[src/ucd_pkg.sv]
// ============================================================================
// ucd_pkg
// Shared types, constants and tables for the Unix time to UTC date converter.
// ============================================================================
package ucd_pkg;

    localparam int NUM_STAGES = 15;

    typedef struct packed {
        logic [NUM_STAGES-1:0] en;
    } pipe_ctl_t;

    localparam int TIME_W   = 32;
    localparam int DAYS_W   = 16;
    localparam int SOD_W    = 17;
    localparam int YEAR_W   = 12;
    localparam int MONTH_W  = 4;
    localparam int DAY_W    = 5;
    localparam int HOUR_W   = 5;
    localparam int MINUTE_W = 6;

    // Day of year at which each March-based month starts: (153 * mp + 2) / 5.
    function automatic logic [8:0] month_start(input logic [3:0] mp);
        logic [8:0] start;
        case (mp)
            4'd0:    start = 9'd0;
            4'd1:    start = 9'd31;
            4'd2:    start = 9'd61;
            4'd3:    start = 9'd92;
            4'd4:    start = 9'd122;
            4'd5:    start = 9'd153;
            4'd6:    start = 9'd184;
            4'd7:    start = 9'd214;
            4'd8:    start = 9'd245;
            4'd9:    start = 9'd275;
            4'd10:   start = 9'd306;
            4'd11:   start = 9'd337;
            default: start = 9'd0;
        endcase
        return start;
    endfunction

endpackage

[src/unix_time_to_utc_datetime_unit.sv]
// ============================================================================
// unix_time_to_utc_datetime_unit
// Converts a Unix seconds count to UTC year, month, day, hour and minute.
// ============================================================================
// Throughput: one item per cycle while the output is not stalled, set by the 15
// register stages of reciprocal multiplies and corrections, each taking a new
// item every cycle unless held by back-pressure.
// A stalled output fills empty stages first, so input transfers continue.
// Reset clears all stage valid bits asynchronously; data registers are not reset.
module unix_time_to_utc_datetime_unit (
    input  logic                             clk,
    input  logic                             rst_n,
    input  logic                             unix_time_valid,
    output logic                             unix_time_ready,
    input  logic [ucd_pkg::TIME_W-1:0]       unix_time,
    output logic                             result_valid,
    input  logic                             result_ready,
    output logic                             valid_res,
    output logic [ucd_pkg::YEAR_W-1:0]       year,
    output logic [ucd_pkg::MONTH_W-1:0]      month,
    output logic [ucd_pkg::DAY_W-1:0]        day,
    output logic [ucd_pkg::HOUR_W-1:0]       hour,
    output logic [ucd_pkg::MINUTE_W-1:0]     minute
);
    import ucd_pkg::*;

    logic [NUM_STAGES-1:0] vld_reg;
    logic [NUM_STAGES-1:0] zero_reg;
    pipe_ctl_t             ctl;

    logic [DAYS_W-1:0]     days;
    logic [SOD_W-1:0]      sod;
    logic [YEAR_W-1:0]     date_year;
    logic [MONTH_W-1:0]    date_month;
    logic [DAY_W-1:0]      date_day;
    logic [HOUR_W-1:0]     time_hour;
    logic [MINUTE_W-1:0]   time_minute;
    logic                  is_zero;

    always_comb
    begin
        ctl.en[NUM_STAGES-1] = !vld_reg[NUM_STAGES-1] || result_ready;
        for (int i = NUM_STAGES - 2; i >= 0; i--)
        begin
            ctl.en[i] = !vld_reg[i] || ctl.en[i+1];
        end
    end

    assign unix_time_ready = ctl.en[0];

    always_ff @(posedge clk or negedge rst_n)
    begin
        if (!rst_n)
        begin
            vld_reg <= '0;
        end
        else
        begin
            if (ctl.en[0])
            begin
                vld_reg[0] <= unix_time_valid;
            end
            for (int i = 1; i < NUM_STAGES; i++)
            begin
                if (ctl.en[i])
                begin
                    vld_reg[i] <= vld_reg[i-1];
                end
            end
        end
    end

    always_ff @(posedge clk)
    begin
        if (ctl.en[0])
        begin
            zero_reg[0] <= (unix_time == '0);
        end
        for (int i = 1; i < NUM_STAGES; i++)
        begin
            if (ctl.en[i])
            begin
                zero_reg[i] <= zero_reg[i-1];
            end
        end
    end

    ucd_split u_split (
        .clk       (clk),
        .ctl       (ctl),
        .unix_time (unix_time),
        .days      (days),
        .sod       (sod)
    );

    ucd_date u_date (
        .clk   (clk),
        .ctl   (ctl),
        .days  (days),
        .year  (date_year),
        .month (date_month),
        .day   (date_day)
    );

    ucd_clock u_clock (
        .clk    (clk),
        .ctl    (ctl),
        .sod    (sod),
        .hour   (time_hour),
        .minute (time_minute)
    );

    // A zero timestamp is reported as not converted with all fields cleared.
    assign is_zero      = zero_reg[NUM_STAGES-1];
    assign result_valid = vld_reg[NUM_STAGES-1];
    assign valid_res    = !is_zero;
    assign year         = is_zero ? '0 : date_year;
    assign month        = is_zero ? '0 : date_month;
    assign day          = is_zero ? '0 : date_day;
    assign hour         = is_zero ? '0 : time_hour;
    assign minute       = is_zero ? '0 : time_minute;

`ifndef NO_ASSERTIONS
    a_date_range: assert property (@(posedge clk) disable iff (!rst_n)
        result_valid && valid_res |-> month >= 4'd1 && month <= 4'd12
                                   && day >= 5'd1 && day <= 5'd31)
        else $error("Converted date has a month or day out of range.");

    a_year_range: assert property (@(posedge clk) disable iff (!rst_n)
        result_valid && valid_res |-> year >= 12'd1970 && year <= 12'd2106)
        else $error("Converted year is out of range.");

    a_time_range: assert property (@(posedge clk) disable iff (!rst_n)
        result_valid |-> hour < 5'd24 && minute < 6'd60)
        else $error("Hour or minute is out of range.");

    a_zero_clear: assert property (@(posedge clk) disable iff (!rst_n)
        result_valid && !valid_res |-> year == '0 && month == '0 && day == '0)
        else $error("Unconverted result carries a nonzero date.");

    a_bubble_ready: assert property (@(posedge clk) disable iff (!rst_n)
        !vld_reg[0] |-> unix_time_ready)
        else $error("Input is stalled although the first stage is empty.");
`endif

endmodule

[src/ucd_split.sv]
// ============================================================================
// ucd_split
// Splits the seconds count into whole days and seconds of the day.
// ============================================================================
module ucd_split (
    input  logic                             clk,
    input  ucd_pkg::pipe_ctl_t               ctl,
    input  logic [ucd_pkg::TIME_W-1:0]       unix_time,
    output logic [ucd_pkg::DAYS_W-1:0]       days,
    output logic [ucd_pkg::SOD_W-1:0]        sod
);
    import ucd_pkg::*;

    // Division by 86400 is a shift by 7 and a division by 675 through
    // a truncated reciprocal followed by one correction step.
    localparam logic [25:0] DAY_RECIP = 26'd50903316;

    logic [50:0] prod0_reg;
    logic [24:0] num0_reg;
    logic [6:0]  low0_reg;
    logic [15:0] quot1_reg;
    logic [10:0] rem1_reg;
    logic [6:0]  low1_reg;
    logic [15:0] days2_reg;
    logic [16:0] sod2_reg;

    logic [15:0] quot_est;
    logic [24:0] rem_full;

    assign quot_est = prod0_reg[50:35];
    assign rem_full = num0_reg - ({9'd0, quot_est} * 25'd675);

    always_ff @(posedge clk)
    begin
        if (ctl.en[0])
        begin
            prod0_reg <= {26'd0, unix_time[31:7]} * {25'd0, DAY_RECIP};
            num0_reg  <= unix_time[31:7];
            low0_reg  <= unix_time[6:0];
        end
        if (ctl.en[1])
        begin
            quot1_reg <= quot_est;
            rem1_reg  <= rem_full[10:0];
            low1_reg  <= low0_reg;
        end
        if (ctl.en[2])
        begin
            if (rem1_reg >= 11'd675)
            begin
                days2_reg <= quot1_reg + 16'd1;
                sod2_reg  <= {rem1_reg[9:0] - 10'd675, low1_reg};
            end
            else
            begin
                days2_reg <= quot1_reg;
                sod2_reg  <= {rem1_reg[9:0], low1_reg};
            end
        end
    end

    assign days = days2_reg;
    assign sod  = sod2_reg;

endmodule

[src/ucd_clock.sv]
// ============================================================================
// ucd_clock
// Derives hour and minute from the seconds of the day.
// ============================================================================
module ucd_clock (
    input  logic                             clk,
    input  ucd_pkg::pipe_ctl_t               ctl,
    input  logic [ucd_pkg::SOD_W-1:0]        sod,
    output logic [ucd_pkg::HOUR_W-1:0]       hour,
    output logic [ucd_pkg::MINUTE_W-1:0]     minute
);
    import ucd_pkg::*;

    localparam int DELAY = 6;

    logic [14:0] x3_reg;
    logic [26:0] prod3_reg;
    logic [10:0] quot4_reg;
    logic [4:0]  rem4_reg;
    logic [10:0] mins5_reg;
    logic [16:0] prod6_reg;
    logic [10:0] mins6_reg;
    logic [4:0]  hour7_reg;
    logic [6:0]  rem7_reg;
    logic [4:0]  hour_line_reg   [DELAY+1];
    logic [5:0]  minute_line_reg [DELAY+1];

    logic [10:0] quot_est;
    logic [14:0] rem_full;
    logic [4:0]  hour_est;
    logic [10:0] min_rem_full;

    assign quot_est     = prod3_reg[25:15];
    assign rem_full     = x3_reg - ({4'd0, quot_est} * 15'd15);
    assign hour_est     = prod6_reg[15:11];
    assign min_rem_full = mins6_reg - ({6'd0, hour_est} * 11'd60);

    always_ff @(posedge clk)
    begin
        if (ctl.en[3])
        begin
            x3_reg    <= sod[16:2];
            prod3_reg <= {12'd0, sod[16:2]} * 27'd2184;
        end
        if (ctl.en[4])
        begin
            quot4_reg <= quot_est;
            rem4_reg  <= rem_full[4:0];
        end
        if (ctl.en[5])
        begin
            mins5_reg <= (rem4_reg >= 5'd15) ? quot4_reg + 11'd1 : quot4_reg;
        end
        if (ctl.en[6])
        begin
            prod6_reg <= {6'd0, mins5_reg} * 17'd34;
            mins6_reg <= mins5_reg;
        end
        if (ctl.en[7])
        begin
            hour7_reg <= hour_est;
            rem7_reg  <= min_rem_full[6:0];
        end
        if (ctl.en[8])
        begin
            if (rem7_reg >= 7'd60)
            begin
                hour_line_reg[0]   <= hour7_reg + 5'd1;
                minute_line_reg[0] <= rem7_reg[5:0] - 6'd60;
            end
            else
            begin
                hour_line_reg[0]   <= hour7_reg;
                minute_line_reg[0] <= rem7_reg[5:0];
            end
        end
        for (int i = 1; i <= DELAY; i++)
        begin
            if (ctl.en[8+i])
            begin
                hour_line_reg[i]   <= hour_line_reg[i-1];
                minute_line_reg[i] <= minute_line_reg[i-1];
            end
        end
    end

    assign hour   = hour_line_reg[DELAY];
    assign minute = minute_line_reg[DELAY];

endmodule

[src/ucd_date.sv]
// ============================================================================
// ucd_date
// Converts a day count to year, month and day with 400-year eras.
// ============================================================================
module ucd_date (
    input  logic                             clk,
    input  ucd_pkg::pipe_ctl_t               ctl,
    input  logic [ucd_pkg::DAYS_W-1:0]       days,
    output logic [ucd_pkg::YEAR_W-1:0]       year,
    output logic [ucd_pkg::MONTH_W-1:0]      month,
    output logic [ucd_pkg::DAY_W-1:0]        day
);
    import ucd_pkg::*;

    localparam logic [19:0] DAY_SHIFT  = 20'd719468;
    localparam logic [19:0] ERA5_START = 20'd730485;
    localparam logic [19:0] ERA4_START = 20'd584388;

    // Shifted day numbers of this input range always fall into era 4 or 5.
    logic        era_reg [3:13];
    logic [17:0] doe_reg [3:9];

    logic [25:0] prod4_reg;
    logic [2:0]  cent4_reg;
    logic        last4_reg;
    logic [6:0]  quot5_reg;
    logic [11:0] rem5_reg;
    logic [2:0]  cent5_reg;
    logic        last5_reg;
    logic [17:0] w6_reg;
    logic [17:0] w7_reg;
    logic [27:0] prod7_reg;
    logic [8:0]  quot8_reg;
    logic [9:0]  rem8_reg;
    logic [8:0]  yoe_reg [9:13];
    logic [8:0]  doy_reg [10:13];
    logic [10:0] n11_reg;
    logic [14:0] prod11_reg;
    logic [3:0]  quot12_reg;
    logic [8:0]  rem12_reg;
    logic [3:0]  mp13_reg;
    logic [11:0] year14_reg;
    logic [3:0]  month14_reg;
    logic [4:0]  day14_reg;

    logic [19:0] z3;
    logic        era5;
    logic [19:0] doe_full;
    logic [6:0]  q1460_est;
    logic [17:0] r1460_full;
    logic [6:0]  q1460;
    logic [17:0] w_next;
    logic [8:0]  yoe_est;
    logic [17:0] r365_full;
    logic [1:0]  yoe_cent;
    logic [17:0] doy_full;
    logic [10:0] n_next;
    logic [3:0]  mp_est;
    logic [10:0] r153_full;
    logic [3:0]  mon;
    logic [8:0]  day_full;
    logic [11:0] era_year;

    always_comb
    begin
        z3       = {4'd0, days} + DAY_SHIFT;
        era5     = (z3 >= ERA5_START);
        doe_full = z3 - (era5 ? ERA5_START : ERA4_START);

        q1460_est  = prod4_reg[24:18];
        r1460_full = doe_reg[4] - ({11'd0, q1460_est} * 18'd1460);

        q1460  = (rem5_reg >= 12'd1460) ? quot5_reg + 7'd1 : quot5_reg;
        w_next = doe_reg[5] - {11'd0, q1460} + {15'd0, cent5_reg} - {17'd0, last5_reg};

        yoe_est   = prod7_reg[26:18];
        r365_full = w7_reg - ({9'd0, yoe_est} * 18'd365);

        yoe_cent = 2'(yoe_reg[9] >= 9'd100) + 2'(yoe_reg[9] >= 9'd200)
                 + 2'(yoe_reg[9] >= 9'd300);
        doy_full = doe_reg[9] - (({9'd0, yoe_reg[9]} * 18'd365)
                 + {11'd0, yoe_reg[9][8:2]} - {16'd0, yoe_cent});

        n_next = ({2'd0, doy_reg[10]} * 11'd5) + 11'd2;

        mp_est    = prod11_reg[14:11];
        r153_full = n11_reg - ({7'd0, mp_est} * 11'd153);

        mon      = (mp13_reg < 4'd10) ? mp13_reg + 4'd3 : mp13_reg - 4'd9;
        day_full = doy_reg[13] - month_start(mp13_reg) + 9'd1;
        era_year = era_reg[13] ? 12'd2000 : 12'd1600;
    end

    always_ff @(posedge clk)
    begin
        if (ctl.en[3])
        begin
            era_reg[3] <= era5;
            doe_reg[3] <= doe_full[17:0];
        end
        for (int i = 4; i <= 13; i++)
        begin
            if (ctl.en[i])
            begin
                era_reg[i] <= era_reg[i-1];
            end
        end
        for (int i = 4; i <= 9; i++)
        begin
            if (ctl.en[i])
            begin
                doe_reg[i] <= doe_reg[i-1];
            end
        end
        if (ctl.en[4])
        begin
            prod4_reg <= {8'd0, doe_reg[3]} * 26'd179;
            cent4_reg <= 3'(doe_reg[3] >= 18'd36524) + 3'(doe_reg[3] >= 18'd73048)
                       + 3'(doe_reg[3] >= 18'd109572) + 3'(doe_reg[3] >= 18'd146096);
            last4_reg <= (doe_reg[3] == 18'd146096);
        end
        if (ctl.en[5])
        begin
            quot5_reg <= q1460_est;
            rem5_reg  <= r1460_full[11:0];
            cent5_reg <= cent4_reg;
            last5_reg <= last4_reg;
        end
        if (ctl.en[6])
        begin
            w6_reg <= w_next;
        end
        if (ctl.en[7])
        begin
            w7_reg    <= w6_reg;
            prod7_reg <= {10'd0, w6_reg} * 28'd718;
        end
        if (ctl.en[8])
        begin
            quot8_reg <= yoe_est;
            rem8_reg  <= r365_full[9:0];
        end
        if (ctl.en[9])
        begin
            yoe_reg[9] <= (rem8_reg >= 10'd365) ? quot8_reg + 9'd1 : quot8_reg;
        end
        for (int i = 10; i <= 13; i++)
        begin
            if (ctl.en[i])
            begin
                yoe_reg[i] <= yoe_reg[i-1];
            end
        end
        if (ctl.en[10])
        begin
            doy_reg[10] <= doy_full[8:0];
        end
        for (int i = 11; i <= 13; i++)
        begin
            if (ctl.en[i])
            begin
                doy_reg[i] <= doy_reg[i-1];
            end
        end
        if (ctl.en[11])
        begin
            n11_reg    <= n_next;
            prod11_reg <= {4'd0, n_next} * 15'd13;
        end
        if (ctl.en[12])
        begin
            quot12_reg <= mp_est;
            rem12_reg  <= r153_full[8:0];
        end
        if (ctl.en[13])
        begin
            mp13_reg <= (rem12_reg >= 9'd153) ? quot12_reg + 4'd1 : quot12_reg;
        end
        if (ctl.en[14])
        begin
            month14_reg <= mon;
            day14_reg   <= day_full[4:0];
            year14_reg  <= {3'd0, yoe_reg[13]} + era_year + {11'd0, (mon <= 4'd2)};
        end
    end

    assign year  = year14_reg;
    assign month = month14_reg;
    assign day   = day14_reg;

endmodule
[config.mk]
export PLATFORM = sky130hd
export DESIGN_NAME = unix_time_to_utc_datetime_unit
export DESIGN_NICKNAME = d
export VERILOG_FILES = /design/src/ucd_pkg.sv /design/src/unix_time_to_utc_datetime_unit.sv /design/src/ucd_split.sv /design/src/ucd_clock.sv /design/src/ucd_date.sv
export SDC_FILE = /design/constraint.sdc
export NUM_CORES = 2
export LEC_CHECK = 0
export BUFFER_PORTS_ARGS = -buffer_cell sky130_fd_sc_hd__buf_2
export CORE_MARGIN = 2
export CORE_UTILIZATION = 52
export DETAILED_ROUTE_END_ITERATION = 8
export GPL_ROUTABILITY_DRIVEN = 1
export PLACE_DENSITY_LB_ADDON = 0.08
export SYNTH_ARGS = -nofsm -noshare
export SYNTH_HDL_FRONTEND = slang
export SYNTH_HIERARCHICAL = 1
export SYNTH_SLANG_ARGS = --single-unit
[constraint.sdc]
create_clock -name clk -period 4.8 [get_ports clk]
set_clock_uncertainty 0.2 [all_clocks]
set_input_delay 1.44 -clock clk [delete_from_list [all_inputs] [get_ports clk]]
set_output_delay 1.44 -clock clk [all_outputs]
set_load 0.01 [all_outputs]
==> impl_metrics.json <==
{
  "cts.clk_slew.worst_paths_ns": 0.07,
  "vias": 26974,
  "critical_path.max_fanout": 5,
  "drtPass1Iterations": 6,
  "die_h_microns": 300,
  "drt-initial-drc-count": 876,
  "numPortBuffers": 70,
  "use_met3_pct": 1.69,
  "nets": 5373,
  "critPathBufInv": 6,
  "maxSlewHeadroom_pct": 38.5,
  "worstPathCellList": "buf_12, fa_2, ha_4, inv_2, fa_1, fa_1, inv_2, fa_1, fa_1, inv_1, fa_1, inv_2, ha_4, buf_6, nand3_4, or3_4, o2111ai_4, a31oi_1, o31a_1, o311ai_2, xor2_1",
  "dieArea_sq_mm": 0.0902,
  "cts_tree": "yes",
  "critical_path_class": "in2reg",
  "cts_root_buffer": "clkbuf_16",
  "dp_slack_ns": -2.51,
  "cts-hold-fix-buffers": 0,
  "grt_max_degree": 53,
  "critPathCaptureType": "flop",
  "dp_hpwl_microns": 67600,
  "critPathTopFamily": "adder cells",
  "grt_pass1_vias": 28087,
  "use_met1_pct": 23.2,
  "finalHoldViolations": 0,
  "fin_util_pct": 60.7,
  "start_util_pct": 52.6,
  "grt_first_pass_wirelength_microns": 139000,
  "antenna_found_initial": 0,
  "fp.dieW_microns": 300,
  "cpMostUsedCell": "fa_1",
  "drc": 0,
  "slew_violations": 0,
  "drv_cap": 0,
  "status": "complete, but fails checks",
  "cts.sinks": 583,
  "grt_use_met2_pct": 35.6,
  "postRouteAntennaNets": 0,
  "core_sq_mm": 0.0869,
  "finalInstanceArea_sq_mm": 0.0527,
  "largest_reg_flops": 87,
  "hold_class": "reg2reg",
  "diodes": 0,
  "syn_inst": 3758,
  "fillers": 7082,
  "worst_pin_slew_ns": 0.922,
  "layout_setup_ws_ns": -1.63,
  "fin_setup_tns_ns": -23.82,
  "place.gp.congestion": 0.853,
  "cp-start-kind": "input pin",
  "clk-insertion-delay-late_ns": 0.64,
  "rsz0062_at_grt": "yes",
  "via_per_inst": 5.02,
  "crit_arrival_ns": 6.61,
  "setup_viol": 16,
  "period_needed_ns": 6.43,
  "num_rows": 108,
  "grt_use_total_pct": 18.9,
  "synth_nets": 4968,
  "timing.fmax_mhz": 155,
  "crit_path_top_delay_cell": "fa_1",
  "cts_buffers": 61,
  "wire_per_inst_microns": 15.4,
  "grt.overflow.total": 0,
  "crit_required_ns": 4.98,
  "cts_max_level": 2,
  "ys_warn_count": 6,
  "wirelength_microns": 82600,
  "syn_area_per_cell_sq_um": 12.2,
  "placed_area_sq_mm": 0.0497,
  "syn_area_sq_mm": 0.0457,
  "io_pins": 71,
  "violations": "negative setup slack",
  "drive_above_1_share_pct": 15.8,
  "cts_buffer_depth": 3,
  "busiest_layer": "met2",
  "areaGrowthSynthToFinish_pct": 15.5,
  "fin_crit_sh_pct": 134,
  "slowest_delay_ns": 0.51
}
## what timing repair did
| action | in CTS | in global routing |
|---|---|---|
| gates resized for setup | 55 | 110 |
| hold endpoints to repair | 0 | 0 |
| endpoints found under the setup margin | 20 | 39 |
| pin swaps | 45 | 62 |
| setup buffers | 3 | 19 |
## worst reg2reg max path, stage by stage (launching register included)
cell	delay [ns]
edfxtp_1	0.42
buf_4	0.16
buf_4	0.15
fa_1	0.47
ha_1	0.32
fa_1	0.41
fa_1	0.58
ha_4	0.23
a21oi_1	0.16
o21ai_1	0.13
a221oi_4	0.35
o31ai_4	0.16
nand2_1	0.11
o22ai_1	0.08
buf_4	0.17
o41ai_4	0.24
xnor2_1	0.11
## routing by layer
metal  vias up  share of wire, %
li1      13601                 -
met1     12995                44
met2       267                52
met3       111               2.2
met4         0               2.3
met5         -                 0
## cells in the final DEF (no fill, tap or decap), drive strengths merged, types with 12 or more instances in the layout
master / count
clkbuf: 70
a21boi: 12
buf: 356
edfxtp: 563
clkinv: 25
inv: 766
nand2: 128
nand2b: 24
and3: 16
ha: 824
o21ai: 80
nor3: 25
nor2b: 53
o21bai: 16
or2: 14
nand4: 41
dfrtp: 15
o31ai: 12
xnor2: 194
a21oi: 142
nor2: 96
a31oi: 16
fa: 350
nand3: 44
xor2: 89
o21a: 21
a21o: 63
nor4: 16
## metrics by stage
stage	std cells	hold slack [ns]
after floorplan	3758	0.200
after global placement	5233	0.201
after detailed placement	5233	0.205
after CTS	5350	0.214
after global routing	5369	0.220
final	5369	0.212
## path summary, 6_finish.rpt
check                                 startpoint                    end  slack (ns)  cells after the start
min                        u_date/doe_reg[0][72]  u_date/doe_reg[0][90]        0.21                      0
min in group asynchronous                  rst_n             vld_reg[6]        0.51                      1
max in group asynchronous                  rst_n            vld_reg[11]        3.63                      1
min reg2reg                u_date/doe_reg[0][72]  u_date/doe_reg[0][90]        0.21                      0
max reg2reg                    u_date/w6_reg[10]   u_date/prod7_reg[26]        0.11                     16
max                                unix_time[18]  u_split/prod0_reg[45]       -1.63                     21
## cell type report
class / instances / area, sq um / share of cell area [%]
clock buffer: 67 / 1570 / 2.98
clock inverter: 47 / 607 / 1.15
inverter: 759 / 2850 / 5.40
multi-input combinational: 2399 / 26300 / 49.8
sequential: 583 / 17400 / 33.0
tap: 1155 / 1450 / 2.74
timing repair buffer: 359 / 2630 / 4.99
Power is left out: the tool's default activity adds up to more than one toggle a clock period on the data nets, which glitch-free logic cannot reach.
